===== config.mk =====
export PLATFORM = sky130hd
export DESIGN_NAME = bis_queue
export DESIGN_NICKNAME = d
export VERILOG_FILES = /design/src/rtl/bis_pkg.sv /design/src/rtl/bis_queue.sv
export SDC_FILE = /design/constraint.sdc
export NUM_CORES = 1
export LEC_CHECK = 0
export ABC_AREA = 1
export BUFFER_PORTS_ARGS = -buffer_cell sky130_fd_sc_hd__buf_2
export CAP_MARGIN = 20
export CORE_AREA = 2 2 149 151
export DETAILED_ROUTE_END_ITERATION = 12
export DIE_AREA = 0 0 151 153
export PLACE_DENSITY_LB_ADDON = 0.3
export SYNTH_ARGS = -nofsm -noshare
export SYNTH_HDL_FRONTEND = slang
export SYNTH_SLANG_ARGS = --single-unit

===== constraint.sdc =====
create_clock -name clk -period 3.3 [get_ports clk]
set_input_delay 0.825 -clock clk [delete_from_list [all_inputs] [get_ports clk]]
set_output_delay 0.825 -clock clk [all_outputs]
set_load 0.01 [all_outputs]

===== src/rtl/bis_pkg.sv =====
package bis_pkg;

	localparam int MAX_ROWS  = 256;
	localparam int MAX_COLS  = 256;
	localparam int FRAC_BITS = 12;

	localparam int ROW_W  = $clog2(MAX_ROWS);
	localparam int COL_W  = $clog2(MAX_COLS);
	localparam int ADDR_W = ROW_W + COL_W;

	localparam int IDX_W  = 12;
	localparam int STEP_W = 16;
	localparam int SIZE_W = 9;
	localparam int CHAN_W = 8;
	localparam int PIX_W  = 3 * CHAN_W;
	localparam int POS_W  = IDX_W + STEP_W;
	localparam int IP_W   = POS_W - FRAC_BITS;

	localparam int Q_DEPTH = 4;
	localparam int QPTR_W  = $clog2(Q_DEPTH);
	localparam int QCNT_W  = $clog2(Q_DEPTH + 1);

	localparam int CFG_IDX_W  = 2;
	localparam int CFG_DATA_W = 16;

	localparam logic [CFG_IDX_W-1:0] REG_SOURCE_ROWS = 2'd0;
	localparam logic [CFG_IDX_W-1:0] REG_SOURCE_COLS = 2'd1;
	localparam logic [CFG_IDX_W-1:0] REG_ROW_STEP    = 2'd2;
	localparam logic [CFG_IDX_W-1:0] REG_COL_STEP    = 2'd3;

	localparam logic CMD_LOAD    = 1'b0;
	localparam logic CMD_REQUEST = 1'b1;

	typedef struct packed {
		logic [SIZE_W-1:0] source_rows;
		logic [SIZE_W-1:0] source_cols;
		logic [STEP_W-1:0] row_step;
		logic [STEP_W-1:0] col_step;
	} bis_cfg_t;

	// one classified transaction; for a load r0/c0 hold the store address
	typedef struct packed {
		logic                 req;
		logic [ROW_W-1:0]     r0;
		logic [COL_W-1:0]     c0;
		logic [FRAC_BITS-1:0] fr;
		logic [FRAC_BITS-1:0] fc;
		logic                 border;
		logic                 beyond;
		logic [PIX_W-1:0]     pix;
	} bis_cmd_t;

	function automatic logic [IP_W-1:0] clamp_size(input logic [SIZE_W-1:0] v,
		input logic [IP_W-1:0] maxv);
		logic [IP_W-1:0] w;
		w = IP_W'(v);
		if (w == '0)
			return IP_W'(1);
		if (w > maxv)
			return maxv;
		return w;
	endfunction

	// (a*(1-w) + b*w), truncated
	function automatic logic [CHAN_W-1:0] blend(input logic [CHAN_W-1:0] a,
		input logic [CHAN_W-1:0] b, input logic [FRAC_BITS-1:0] w);
		logic [FRAC_BITS:0]          wa;
		logic [CHAN_W+FRAC_BITS+1:0] acc;
		wa  = {1'b1, {FRAC_BITS{1'b0}}} - {1'b0, w};
		acc = (CHAN_W+FRAC_BITS+2)'(a) * (CHAN_W+FRAC_BITS+2)'(wa)
			+ (CHAN_W+FRAC_BITS+2)'(b) * (CHAN_W+FRAC_BITS+2)'(w);
		return acc[FRAC_BITS +: CHAN_W];
	endfunction

endpackage


===== src/rtl/bis_queue.sv =====
module bis_queue (
	input  logic              clk,
	input  logic              arst_n,
	input  logic              push,
	input  bis_pkg::bis_cmd_t push_data,
	output logic              full,
	input  logic              pop,
	output logic              valid,
	output bis_pkg::bis_cmd_t head
);
	import bis_pkg::*;

	bis_cmd_t          entry_q [Q_DEPTH];
	logic [QPTR_W-1:0] wr_ptr_q, rd_ptr_q;
	logic [QCNT_W-1:0] cnt_q;

	assign full  = (cnt_q == QCNT_W'(Q_DEPTH));
	assign valid = (cnt_q != '0);
	assign head  = entry_q[rd_ptr_q];

	always_ff @(posedge clk or negedge arst_n) begin
		if (!arst_n) begin
			wr_ptr_q <= '0;
			rd_ptr_q <= '0;
			cnt_q    <= '0;
		end else begin
			if (push)
				wr_ptr_q <= wr_ptr_q + QPTR_W'(1);
			if (pop)
				rd_ptr_q <= rd_ptr_q + QPTR_W'(1);
			if (push && !pop)
				cnt_q <= cnt_q + QCNT_W'(1);
			else if (pop && !push)
				cnt_q <= cnt_q - QCNT_W'(1);
		end
	end

	always_ff @(posedge clk) begin
		if (push)
			entry_q[wr_ptr_q] <= push_data;
	end

endmodule


After elaboration in Yosys (flattened, before gate mapping)
Memories as Yosys holds them, arrays and structs flattened.
Index checks and enable logic that the tools add are counted.
{"block": "totals", "register_bits": 7, "ramBits": 268, "input_bits": 71, "out_inout_bits": 69, "n_memories": 1}
{"name": "entry_q", "depth": 4, "width": 67, "read_ports": 1, "rd_clocked_by_memory_dff": 0, "write_ports": 1, "line": "bis_queue.sv:13", "source": "bis_cmd_t entry_q [Q_DEPTH];"}
{"block": "classes", "add_sub_neg": 4, "eq_ne": 1, "mux": 4, "n_reduce_logical": 6}
{"cell": "3-bit two-way mux", "count": 2}
{"cell": "2-bit by 1-bit adder with 2-bit output (second input constant)", "count": 2}
{"cell": "3-bit by 1-bit adder with 3-bit output (second input constant)", "count": 1}
{"cell": "3-bit equality test (second input constant)", "count": 1}
{"cell": "3-bit nonzero test", "count": 1}
{"cell": "3-bit by 1-bit subtractor with 3-bit output (second input constant)", "count": 1}
{"cell": "1-bit logical AND", "count": 2}
{"cell": "1-bit zero test", "count": 2}
{"cell": "1-bit two-way mux", "count": 2}
{"cell": "2-bit nonzero test", "count": 1}

Longest topological paths before layout
{"block": "depth", "ltp_word": 4, "mapped_depth": 9, "mapped_depth_nobuf": 9}

Least setup slack after synthesis
No wires, ideal clock.
{"block": "synth_path", "kind": "in2reg", "startpoint": "in push", "endpoint": "mem entry_q[0][0] in the netlist's numbering (enable)", "arrival_time_ns": 2.422, "required_ns": 2.879, "path_slack_ns": 0.457, "path_stages": 3, "path_buffers": 1, "path_cell_list": "clkbuf_1 > nand2_1 > inv_1"}
{"block": "synth_via", "elab_chain_cells": 2}
{"item": "start, declared", "line": "bis_queue.sv:4", "source": "input logic push,"}
{"item": "1-bit two-way mux", "line": "bis_queue.sv:39", "source": "if (push)"}
{"item": "1-bit two-way mux (implied by the code)", "line": "bis_queue.sv:40", "source": "entry_q[wr_ptr_q] <= push_data;"}
{"item": "end, declared", "line": "bis_queue.sv:13"}
No other way between the ends.

==> results.md <==
* Status: completed
* Period utilisation layout at 91.4%
* Min Tclk post-route at 3.02 ns
* Syn Inst Count at 831
* Die width at 151 um
* Average wire per cell in the routed design at 16.6 um
* Fmax at 332 MHz
* Drt first pass iters at 5
* Layout Skew at 0.0144 ns
* R2R depth at 5
* Reg-to-Reg End: entry_q[0][18]
* CP Max Fanout at 48
* Power per cell area at 893 nW/um2
* Hpwl dp at 13100 um
* Top Ports at 140
* Relative slew slack at 53.4%
* Mux cell area share after synthesis at 0%
* Leak at 5.43 nW
* Root Buffer Master: clkbuf_16
* Setup tns final at 0 ns
* Worst-case clock buffer depth at 3
* Final setup vio count at 0
* RD Place Congestion at 0.717
* Chip Height at 153 um
* Final slew viol count at 0
* Vias in the first global route at 6469
* Synthesized flop and latch total at 275
* Initial antenna violation count at 2
* RSZ-0062 raised after global routing: false
* Nets at 1049
* CP Launch Type: register
* Largest area contributor in the netlist: edfxtp_1
* Peak supply drop at 0.671 mV
* Syn_nets at 908
* Mapped Avg Cell Area at 14.0 um2
* Yosys cell types at 20
* Num rows at 54
* Total wire length at 21200 um
* CTS buffer count at 27
* RR Startpoint: wr_ptr_q[0]
* Htree depth at 1
* Clock Pin Slew Worst Setup and Hold Paths at 0.06 ns
* Most common cell in the netlist: edfxtp_1
* Critical Path AT at 2.19 ns
* Post-placement setup slack at 0.793 ns
* Max-cap violations at 0
* Post-Synth XOR/XNOR Area at 0.301%
* Hold buffer count at cts at 0
* Top FF cell, synth: edfxtp_1
* Synth Area in Simple Gates at 7.11%
* Largest cells by area after synthesis: edfxtp_1 69%, o211ai_2 10%, nand2_1 6.9%
* Ys Warns at 0
* Netlist Area Pre-Place at 11600 um2
* Core area at 21500 um2
* Layout cell share with drive strength beyond 1 at 29.6%
* WS Path Type: register to output pin
* Most frequent cells after synthesis: 268 x edfxtp_1, 215 x nand2_1, 145 x inv_1, 95 x o211ai_2, 39 x o211ai_1
* Min-Delay Path Class: primary input to async pin
* Reg2Reg Setup Slack at 1.36 ns
* Starting DRT DRC Count at 439
* DR vias/cell at 5.05
* CP Capture Type: output pin
* All-Layer GR Usage at 18.5%
* Largest family of logic cells by synthesized area: compound AO/OA/AOI/OAI gates
* CTS tree: built
* First-pass GRT wire length at 33200 um
* Initial Util at 54.1%
* EDFF count, synth at 268
* Total gr overflow at 0
* Clock Latency Late Sink at 0.52 ns
* Area Growth Syn to Fin at 14.6%
* Synth Area in Compound Gates at 12.8%
* Vias at 6444
* Post-synthesis adder-cell area fraction at 0.710%
* Largest net degree at the start of global routing at 68
* Slew @ Worst Pin at 0.699 ns
* Req. time, crit path at 2.47 ns
* # clock sinks at 275
* PnR worst setup slack at 0.284 ns
* Port Buffers at 139
* Post-CTS setup buffer count at 0
* Hold violation count in the final report at 0
* Sequential-to-total area share from yosys stat at 70.7%
* Async SR Flop Fraction at 2.55%
* Yosys top cell area share at 69.2%
* Final ANT Viol Nets at 0
* PostCTS Resize Cnt at 0
* Drc violations at 0
* Die area at 23100 um2
power breakdown:
part	leakage (nW)	internal [mW]	switching, mW
Clock	0.369	1.51	1.20
Combinational	2.52	1.60	2.70
Sequential	2.54	4.58	0.316
Total	5.43	7.69	4.21
state kept, by name, indices dropped and copies added (netlist names):
| name | cells |
|---|---|
| entry_q | 268 |
| cnt_q | 3 |
| rd_ptr_q | 2 |
| wr_ptr_q | 2 |
stage by stage:
step	total power, mW	hold slack, ns	cell area [um2]	std cells	util [%]
2_1_floorplan	8.06	0.442	11600	831	-
3_3_place_gp	9.25	0.456	12500	1223	58.4
3_5_place_dp	9.34	0.465	12500	1223	58.4
4_1_cts	12.0	0.127	13300	1271	62.0
5_1_grt	12.6	0.143	13300	1271	62.0
6_report	11.9	0.142	13300	1275	62.0
worst max-delay path by stage:
stage / start / to / cells past startpoint
6_report: rd_ptr_q[0] / head[13] / 5
5_1_grt: rd_ptr_q[0] / head[22] / 5
4_1_cts: rd_ptr_q[0] / head[25] / 5
3_5_place_dp: rd_ptr_q[0] / head[25] / 5
3_3_place_gp: rd_ptr_q[0] / head[16] / 5
2_1_floorplan: push / entry_q[0][0] / 3
logic make-up (layout without fill, tap and decap cells):
logic type | count (synthesis) | in the layout
adder cells (fa/ha/maj) | 6 | 6
other | 0 | 4
AND/OR/NAND/NOR | 219 | 219
XOR/XNOR | 4 | 4
buffers and inverters | 192 | 352
AO/OA/AOI/OAI | 135 | 135
flip-flops | 275 | 275
worst max-delay path, stage by stage (launching register included):
cell	delay (ns)
dfrtp_4	0.87
buf_4	0.40
nand2_1	0.11
o211ai_2	0.07
nand2_1	0.07
buf_2	0.14
metal layers:
| metal | global-route usage, % | vias up | share of wire, % |
|---|---|---|---|
| met3 | 3.73 | 30 | 5.1 |
| met1 | 23.9 | 3105 | 43 |
| met2 | 32.2 | 137 | 51 |
| met5 | 0 | - | 0 |
| met4 | 4.27 | 0 | 1.6 |
| li1 | - | 3172 | - |
layout make-up:
| type | count | area, um2 |
|---|---|---|
| sequential | 275 | 8230 |
| fill | 1629 | 8160 |
| multi-input combinational | 364 | 2430 |
| timing repair buffer | 158 | 976 |
| clock buffer | 38 | 717 |
| inverter | 146 | 556 |
| tap | 280 | 350 |
| clock inverter | 10 | 57.6 |
| antenna | 4 | 10.0 |
cells in the final DEF, fill, tap and decap left out, drive strengths merged, types with 2 or more instances in the layout:
cell type	netlist	final
edfxtp	268	268
nand2	215	215
buf	45	158
inv	146	143
o211ai	134	134
clkbuf	1	38
clkinv	0	11
dfrtp	7	7
ha	5	5
diode	0	4
xor2	3	3
clkinvlp	0	2
No activity file was read; power rests on OpenSTA's default activity.
