[src/rtl/bis_pkg.sv]
package bis_pkg;

	localparam int MAX_ROWS  = 256;
	localparam int MAX_COLS  = 256;
	localparam int FRAC_BITS = 12;

	localparam int ROW_W  = $clog2(MAX_ROWS);
	localparam int COL_W  = $clog2(MAX_COLS);
	localparam int ADDR_W = ROW_W + COL_W;

	localparam int IDX_W  = 12;
	localparam int STEP_W = 16;
	localparam int SIZE_W = 9;
	localparam int CHAN_W = 8;
	localparam int PIX_W  = 3 * CHAN_W;
	localparam int POS_W  = IDX_W + STEP_W;
	localparam int IP_W   = POS_W - FRAC_BITS;

	localparam int Q_DEPTH = 4;
	localparam int QPTR_W  = $clog2(Q_DEPTH);
	localparam int QCNT_W  = $clog2(Q_DEPTH + 1);

	localparam int CFG_IDX_W  = 2;
	localparam int CFG_DATA_W = 16;

	localparam logic [CFG_IDX_W-1:0] REG_SOURCE_ROWS = 2'd0;
	localparam logic [CFG_IDX_W-1:0] REG_SOURCE_COLS = 2'd1;
	localparam logic [CFG_IDX_W-1:0] REG_ROW_STEP    = 2'd2;
	localparam logic [CFG_IDX_W-1:0] REG_COL_STEP    = 2'd3;

	localparam logic CMD_LOAD    = 1'b0;
	localparam logic CMD_REQUEST = 1'b1;

	typedef struct packed {
		logic [SIZE_W-1:0] source_rows;
		logic [SIZE_W-1:0] source_cols;
		logic [STEP_W-1:0] row_step;
		logic [STEP_W-1:0] col_step;
	} bis_cfg_t;

	// one classified transaction; for a load r0/c0 hold the store address
	typedef struct packed {
		logic                 req;
		logic [ROW_W-1:0]     r0;
		logic [COL_W-1:0]     c0;
		logic [FRAC_BITS-1:0] fr;
		logic [FRAC_BITS-1:0] fc;
		logic                 border;
		logic                 beyond;
		logic [PIX_W-1:0]     pix;
	} bis_cmd_t;

	function automatic logic [IP_W-1:0] clamp_size(input logic [SIZE_W-1:0] v,
		input logic [IP_W-1:0] maxv);
		logic [IP_W-1:0] w;
		w = IP_W'(v);
		if (w == '0)
			return IP_W'(1);
		if (w > maxv)
			return maxv;
		return w;
	endfunction

	// (a*(1-w) + b*w), truncated
	function automatic logic [CHAN_W-1:0] blend(input logic [CHAN_W-1:0] a,
		input logic [CHAN_W-1:0] b, input logic [FRAC_BITS-1:0] w);
		logic [FRAC_BITS:0]          wa;
		logic [CHAN_W+FRAC_BITS+1:0] acc;
		wa  = {1'b1, {FRAC_BITS{1'b0}}} - {1'b0, w};
		acc = (CHAN_W+FRAC_BITS+2)'(a) * (CHAN_W+FRAC_BITS+2)'(wa)
			+ (CHAN_W+FRAC_BITS+2)'(b) * (CHAN_W+FRAC_BITS+2)'(w);
		return acc[FRAC_BITS +: CHAN_W];
	endfunction

endpackage

[src/rtl/bis_front.sv]
module bis_front (
	input  logic                    clk,
	input  logic                    arst_n,
	input  logic                    start,
	input  logic                    command,
	input  logic [bis_pkg::IDX_W-1:0]  row,
	input  logic [bis_pkg::IDX_W-1:0]  col,
	input  logic [bis_pkg::CHAN_W-1:0] in_red,
	input  logic [bis_pkg::CHAN_W-1:0] in_green,
	input  logic [bis_pkg::CHAN_W-1:0] in_blue,
	input  bis_pkg::bis_cfg_t       cfg,
	input  logic                    q_full,
	output logic                    busy,
	output logic                    push,
	output bis_pkg::bis_cmd_t       push_data
);
	import bis_pkg::*;

	logic                 v_s1;
	logic                 req_s1;
	logic                 keep_s1;
	logic [POS_W-1:0]     pos_r_s1;
	logic [POS_W-1:0]     pos_c_s1;
	logic [ROW_W-1:0]     ld_row_s1;
	logic [COL_W-1:0]     ld_col_s1;
	logic [PIX_W-1:0]     pix_s1;
	logic                 acc;

	logic [IP_W-1:0]      srows, scols, ir, ic;
	logic [FRAC_BITS-1:0] fr, fc;
	logic                 beyond, border;

	assign busy = v_s1 && q_full;
	assign acc  = start && !busy;

	always_ff @(posedge clk or negedge arst_n) begin
		if (!arst_n) begin
			v_s1 <= 1'b0;
		end else if (acc) begin
			v_s1 <= 1'b1;
		end else if (!q_full) begin
			v_s1 <= 1'b0;
		end
	end

	// mapping products are taken straight off the input ports
	always_ff @(posedge clk) begin
		if (acc) begin
			req_s1    <= (command == CMD_REQUEST);
			keep_s1   <= (command == CMD_REQUEST) ||
				((IDX_W+1)'(row) < (IDX_W+1)'(MAX_ROWS) &&
				 (IDX_W+1)'(col) < (IDX_W+1)'(MAX_COLS));
			pos_r_s1  <= POS_W'(row) * POS_W'(cfg.row_step);
			pos_c_s1  <= POS_W'(col) * POS_W'(cfg.col_step);
			ld_row_s1 <= row[ROW_W-1:0];
			ld_col_s1 <= col[COL_W-1:0];
			pix_s1    <= {in_red, in_green, in_blue};
		end
	end

	always_comb begin
		srows  = clamp_size(cfg.source_rows, IP_W'(MAX_ROWS));
		scols  = clamp_size(cfg.source_cols, IP_W'(MAX_COLS));
		ir     = pos_r_s1[POS_W-1:FRAC_BITS];
		fr     = pos_r_s1[FRAC_BITS-1:0];
		ic     = pos_c_s1[POS_W-1:FRAC_BITS];
		fc     = pos_c_s1[FRAC_BITS-1:0];
		beyond = 1'b0;
		if (ir >= srows) begin
			ir     = srows - IP_W'(1);
			fr     = '0;
			beyond = 1'b1;
		end
		if (ic >= scols) begin
			ic     = scols - IP_W'(1);
			fc     = '0;
			beyond = 1'b1;
		end
		border = (ir + IP_W'(1) >= srows) || (ic + IP_W'(1) >= scols);

		push_data.req    = req_s1;
		push_data.r0     = req_s1 ? ir[ROW_W-1:0] : ld_row_s1;
		push_data.c0     = req_s1 ? ic[COL_W-1:0] : ld_col_s1;
		push_data.fr     = fr;
		push_data.fc     = fc;
		push_data.border = border;
		push_data.beyond = beyond;
		push_data.pix    = pix_s1;
	end

	// out-of-store loads are dropped here
	assign push = v_s1 && !q_full && keep_s1;

endmodule

[config.mk]
export PLATFORM = sky130hd
export DESIGN_NAME = bis_front
export DESIGN_NICKNAME = d
export VERILOG_FILES = /design/src/rtl/bis_pkg.sv /design/src/rtl/bis_front.sv
export SDC_FILE = /design/constraint.sdc
export NUM_CORES = 1
export LEC_CHECK = 0
export BUFFER_PORTS_ARGS = -buffer_cell sky130_fd_sc_hd__buf_2
export CAP_MARGIN = 20
export CORE_ASPECT_RATIO = 1.5
export CORE_MARGIN = 4
export CORE_UTILIZATION = 40
export CTS_CLUSTER_SIZE = 10
export DETAILED_ROUTE_END_ITERATION = 8
export GPL_TIMING_DRIVEN = 0
export PLACE_DENSITY = 0.7
export RECOVER_POWER = 100
export SYNTH_ARGS = -nofsm -noshare
export SYNTH_HDL_FRONTEND = slang
export SYNTH_SLANG_ARGS = --single-unit
[constraint.sdc]
create_clock -name clk -period 15.1 [get_ports clk]
set_clock_uncertainty 0.15 [all_clocks]
set_input_delay 2.265 -clock clk [delete_from_list [all_inputs] [get_ports clk]]
set_output_delay 2.265 -clock clk [all_outputs]
set_load 0.05 [all_outputs]
* After elaboration in Yosys (flattened, before gate mapping)
Index checks and enable logic that the tools add are counted.
** Storage, ports and cells
- Register bits after elaboration :: 99
- Bits of input ports :: 103
** Cells by class
- Add/subtract/negate cells :: 4
- Multipliers :: 2
- $lt $le $gt $ge :: 8
- Equality and inequality tests :: 1
- Multiplexer cells :: 24
- Reduce and logical (&&, ||, !) cells :: 11
** Operators with widths (count)
- 16-bit 2-to-1 mux :: 10
- 16-bit greater-or-equal comparator :: 4
- 12-bit by 16-bit multiplier with 28-bit output :: 2
- 16-bit by 1-bit adder with 16-bit output (second input constant) :: 2
- 16-bit by 1-bit subtractor with 16-bit output (second input constant) :: 2
- 12-bit by 9-bit < comparator with 1-bit output (second input constant) :: 2
- 12-bit 2-to-1 mux :: 2
- 9-bit > comparator (second input constant) :: 2
- 9-bit logical NOT :: 2
- 8-bit 2-to-1 mux :: 2
- 1-bit 2-to-1 mux :: 10
- 1-bit logical AND :: 5
- 1-bit logical NOT :: 2
- 1-bit logical OR :: 2
- 2-bit by 1-bit != test with 1-bit output (second input constant) :: 1

* Logic depth before layout (Yosys ltp)
- Word-level depth :: 10
- Mapped depth :: 25
- Depth with buffers taken out :: 22

* Worst setup path after synthesis
Ideal clock, no wire load.
- Path type :: input to output
- From :: in cfg[32] in the netlist's numbering
- To :: out push_data[25] in the netlist's numbering
- Arrival time :: 6.289 ns
- Data required time :: 12.685 ns
- Slack :: 6.396 ns
- Cell stages on the path :: 22
- Buffers on the path :: 2
- Path through :: nor4_2 > nand3_1 > a21oi_1 > ha_1 > nand2b_1 > a21o_1 > a21oi_1 > o21ai_1 > a31oi_1 > buf_6 > nor2_1 > a21oi_1 > ha_1 > ha_1 > a21o_1 > a21o_1 > a211oi_1 > o31ai_1 > and3_1 > nor3_1 > o211ai_1 > buf_4
** Between the ends
- Longest elaborated chain between the ends :: 10
- Elaborated cells between the ends (all ways) :: 14
** Ends and longest elaborated chain
- from (decl) :: RTL line bis_front.sv:11 : input bis_pkg::bis_cfg_t cfg,
- 9-bit > comparator :: RTL line bis_pkg.sv:59 : if (w > maxv)
- 1-bit 2-to-1 mux (2 in a row) :: RTL line bis_pkg.sv:59
- 16-bit 2-to-1 mux :: RTL line bis_pkg.sv:61 : return w;
- 16-bit 2-to-1 mux (*) :: RTL line bis_pkg.sv:59
- 16-bit by 1-bit subtractor with 16-bit output or 16-bit greater-or-equal comparator (tied branches) :: RTL line bis_front.sv:75, bis_front.sv:74
- 16-bit 2-to-1 mux :: RTL line bis_front.sv:74 : if (ic >= scols) begin
- 16-bit by 1-bit adder with 16-bit output :: RTL line bis_front.sv:79 : border = (ir + IP_W'(1) >= srows) || (ic + IP_W'(1) >= scols);
- 16-bit greater-or-equal comparator (*) :: RTL line bis_front.sv:79
- 1-bit logical OR (*) :: RTL line bis_front.sv:79
- to (decl) :: RTL line bis_front.sv:15 : output bis_pkg::bis_cmd_t push_data
Every way passes the cells marked *; elsewhere a longest branch is shown, timed or not. The select of a mux whose other input is x is not followed.

* Worst setup path in the final report
- From :: in cfg[34] in the netlist's numbering
- To :: out push_data[25] in the netlist's numbering
Same word-level chain as after synthesis.

==> reports/metrics.csv <==
metric,value,unit
Post-Synthesis Cells,1819,
clock sink total,99,
endpoints failing setup,0,
Num CTS Buffers,9,
hold path startpoint,v_s1,
HP Class,reg -> reg,
fin. max-slew vios,102,
cell taking the most area after synthesis,fa_1,
starting density of the core,40.7,%
routed vias,13300,
number of DRC markers in iteration 0,584,
Avg Vias per Cell,5.18,
crit start category,input port,
Pwr Density,176,nW/um^2
maximum vdd drop,0.140,mV
Nets,2554,
die area,46400,sq um
Cell variety after synth,65,
"Top FF cell, synth",edfxtp_1,
RSZ-0062 raised after global routing,no,
Setup crit end kind,primary output,
core area,42200,sq um
first-pass GRT wire length,71.8,mm
worst reg2reg setup slack,11.06,ns
clock buffer depth,2,
CTS root buf,clkbuf_16,
required time worst endpoint,12.69,ns
Tightest Pin Transition,1.83,ns
Global Route Usage Sum,19.4,%
largest net degree at the start of global routing,38,
reg2reg start,v_s1,
R2R cell count,4,
Die Span Y,262,microns
failing checks,"max-capacitance violations, max-slew violations",
CP max FO,10,
ANT nets after route,0,
worst skew pair latency,0.36,ns
Post-CTS Setup Bufs,0,
Place WS,5.07,ns
most common cell in the netlist,inv_1,
endpoint of the worst-slack reg-to-reg timing path,pix_s1[6],
fillers,4168,
Ys Warns,0,
total gr overflow,0,
Die Width,177,microns
min cycle time layout,10.47,ns
Post-synth top cells,"311 x inv_1, 300 x nand2_1, 280 x fa_1",
Post-synth EDFFs,98,
syn_nets,2374,
vias in the first global route,14500,
post_cts resized,0,
FF+latch area,2970,sq um
total I/O pin count,172,
share of cells above drive strength 1,6.49,%
synthesized cell area,17200,sq um
H-tree depth,3,
n_diodes,0,
TNS Setup,0,ns
initial antenna violation count,0,
FP Rows,92,
crit path DAT,8.06,ns
Syn Area/Cell,9.46,sq um
"FFs w/ async S/R, synth",1.01,%
DRT Wirelength,44.5,mm
status,finished with violations,
synth top area cells,"fa_1 33%, edfxtp_1 17%, ha_1 13%",
max cap viols,3,
crit path kind,in -> out,
router iterations before antenna repair,5,
Detailed Place HPWL,38.3,mm
hold depth,2,
CTS Hold Bufs,0,
hold endpoint,v_s1,
clock-pin slew on the worst setup and hold paths,0.08,ns
synthesized flop and latch total,99,
Residual DRC,0,
Fmax,95.5,MHz
Fin. Hold Viols,0,
final setup slack of the worst path,4.63,ns
static leakage,8.84,nW
port bufs,166,
Routed WL per cell,17.3,microns
max_slew headroom,-21.8,%
GP Congestion,0.916,
P&R area growth vs syn,9.93,%
crit share post-route,69.4,%
CTS tree,done,
multi-input logic area,12700,sq um
"Seq/Total Area, Yosys",17.3,%
Yosys top cell area share,32.6,%
==> critical path: stages <==
cell and delay, ns:
buf_2 0.15, nor4_2 0.28, nand3_1 0.16, a21oi_1 0.47, ha_1 0.33, nand2b_1 0.14, a21o_1 0.18, a21oi_1 0.24
o21ai_1 0.13, a31oi_1 0.49, clkbuf_1 0.61, nor2_1 0.11, a21oi_1 0.26, ha_1 0.35, nand4_1 0.15, xnor2_1 0.16
ha_1 0.28, a211o_1 0.31, a21oi_1 0.12, o221ai_1 0.11, nor3_1 0.21, o211ai_1 0.18, buf_4 0.17, buf_2 0.20
==> layout by cell type, fill, tap and decap left out, types with 18 or more instances in the layout <==
cell type | synthesis | routed
xnor2_1 | 40 | 40
nand3_1 | 21 | 21
buf_2 | 0 | 84
nor2_1 | 43 | 43
a21o_1 | 21 | 21
o21ai_0 | 20 | 24
clkbuf_1 | 69 | 155
and2_1 | 164 | 155
xor2_1 | 18 | 18
edfxtp_1 | 98 | 98
inv_1 | 311 | 311
fa_1 | 280 | 280
nand2_1 | 300 | 300
a21oi_1 | 54 | 54
ha_1 | 172 | 172
==> how the worst max path moves through the flow <==
| stage | end | slack, ns | startpoint |
|---|---|---|---|
| after global routing | push_data[25] | 4.21 | cfg[34] |
| after CTS | push_data[25] | 5.03 | cfg[34] |
| after floorplan | push_data[25] | 6.40 | cfg[32] |
| after detailed placement | push_data[25] | 5.07 | cfg[34] |
| after global placement | push_data[25] | 5.15 | cfg[34] |
| final | push_data[25] | 4.63 | cfg[34] |
==> power by group <==
group          internal, mW  switching [mW]
Sequential            0.515          0.0356
Combinational          1.09            1.46
Clock                 0.115           0.111
Total                  1.72            1.61
==> cell type report <==
type / instances / share of cell area (%)
clock buffer: 9 / 1.19
inverter: 312 / 6.19
multi-input combinational: 1331 / 67.3
timing repair buffer: 169 / 3.91
tap: 564 / 3.73
buffer: 77 / 1.66
sequential: 99 / 15.7
clock inverter: 7 / 0.304
==> metal layers <==
metal	global-route usage, %	share of wire (%)	vias to the layer above
li1	-	-	6138
met1	21.5	36	6602
met2	37.0	54	461
met3	2.56	5.8	114
met4	8.41	4.2	0
met5	0	0	-
==> per-stage QoR <==
stage	total power, mW	utilization, %	std cells	cell area, sq um	hold slack [ns]
final	3.32	44.8	2568	18900	0.516
after global placement	3.04	44.3	2549	18700	0.443
after floorplan	2.55	-	1819	17200	0.830
after global routing	3.72	44.8	2568	18900	0.557
after CTS	3.38	45.2	2568	19100	0.544
after detailed placement	3.14	44.5	2552	18800	0.532
==> registers in the layout, indices dropped and copies added (netlist names) <==
register / cells
pos_r_s1: 28
ld_col_s1: 8
ld_row_s1: 8
pix_s1: 24
pos_c_s1: 28
keep_s1: 1
v_s1: 1
req_s1: 1
==> cell families after synthesis <==
group	after synthesis	synth area share, %
AOI/OAI and AO/OA	181	7.01
xor gates and xnor gates	58	2.95
adders and majority gates	452	45.1
buffers and inverters	389	8.68
DFF	99	17.3
muxes	26	1.71
and+or+nand+nor	614	17.3
(Power assumes the default switching activity.)
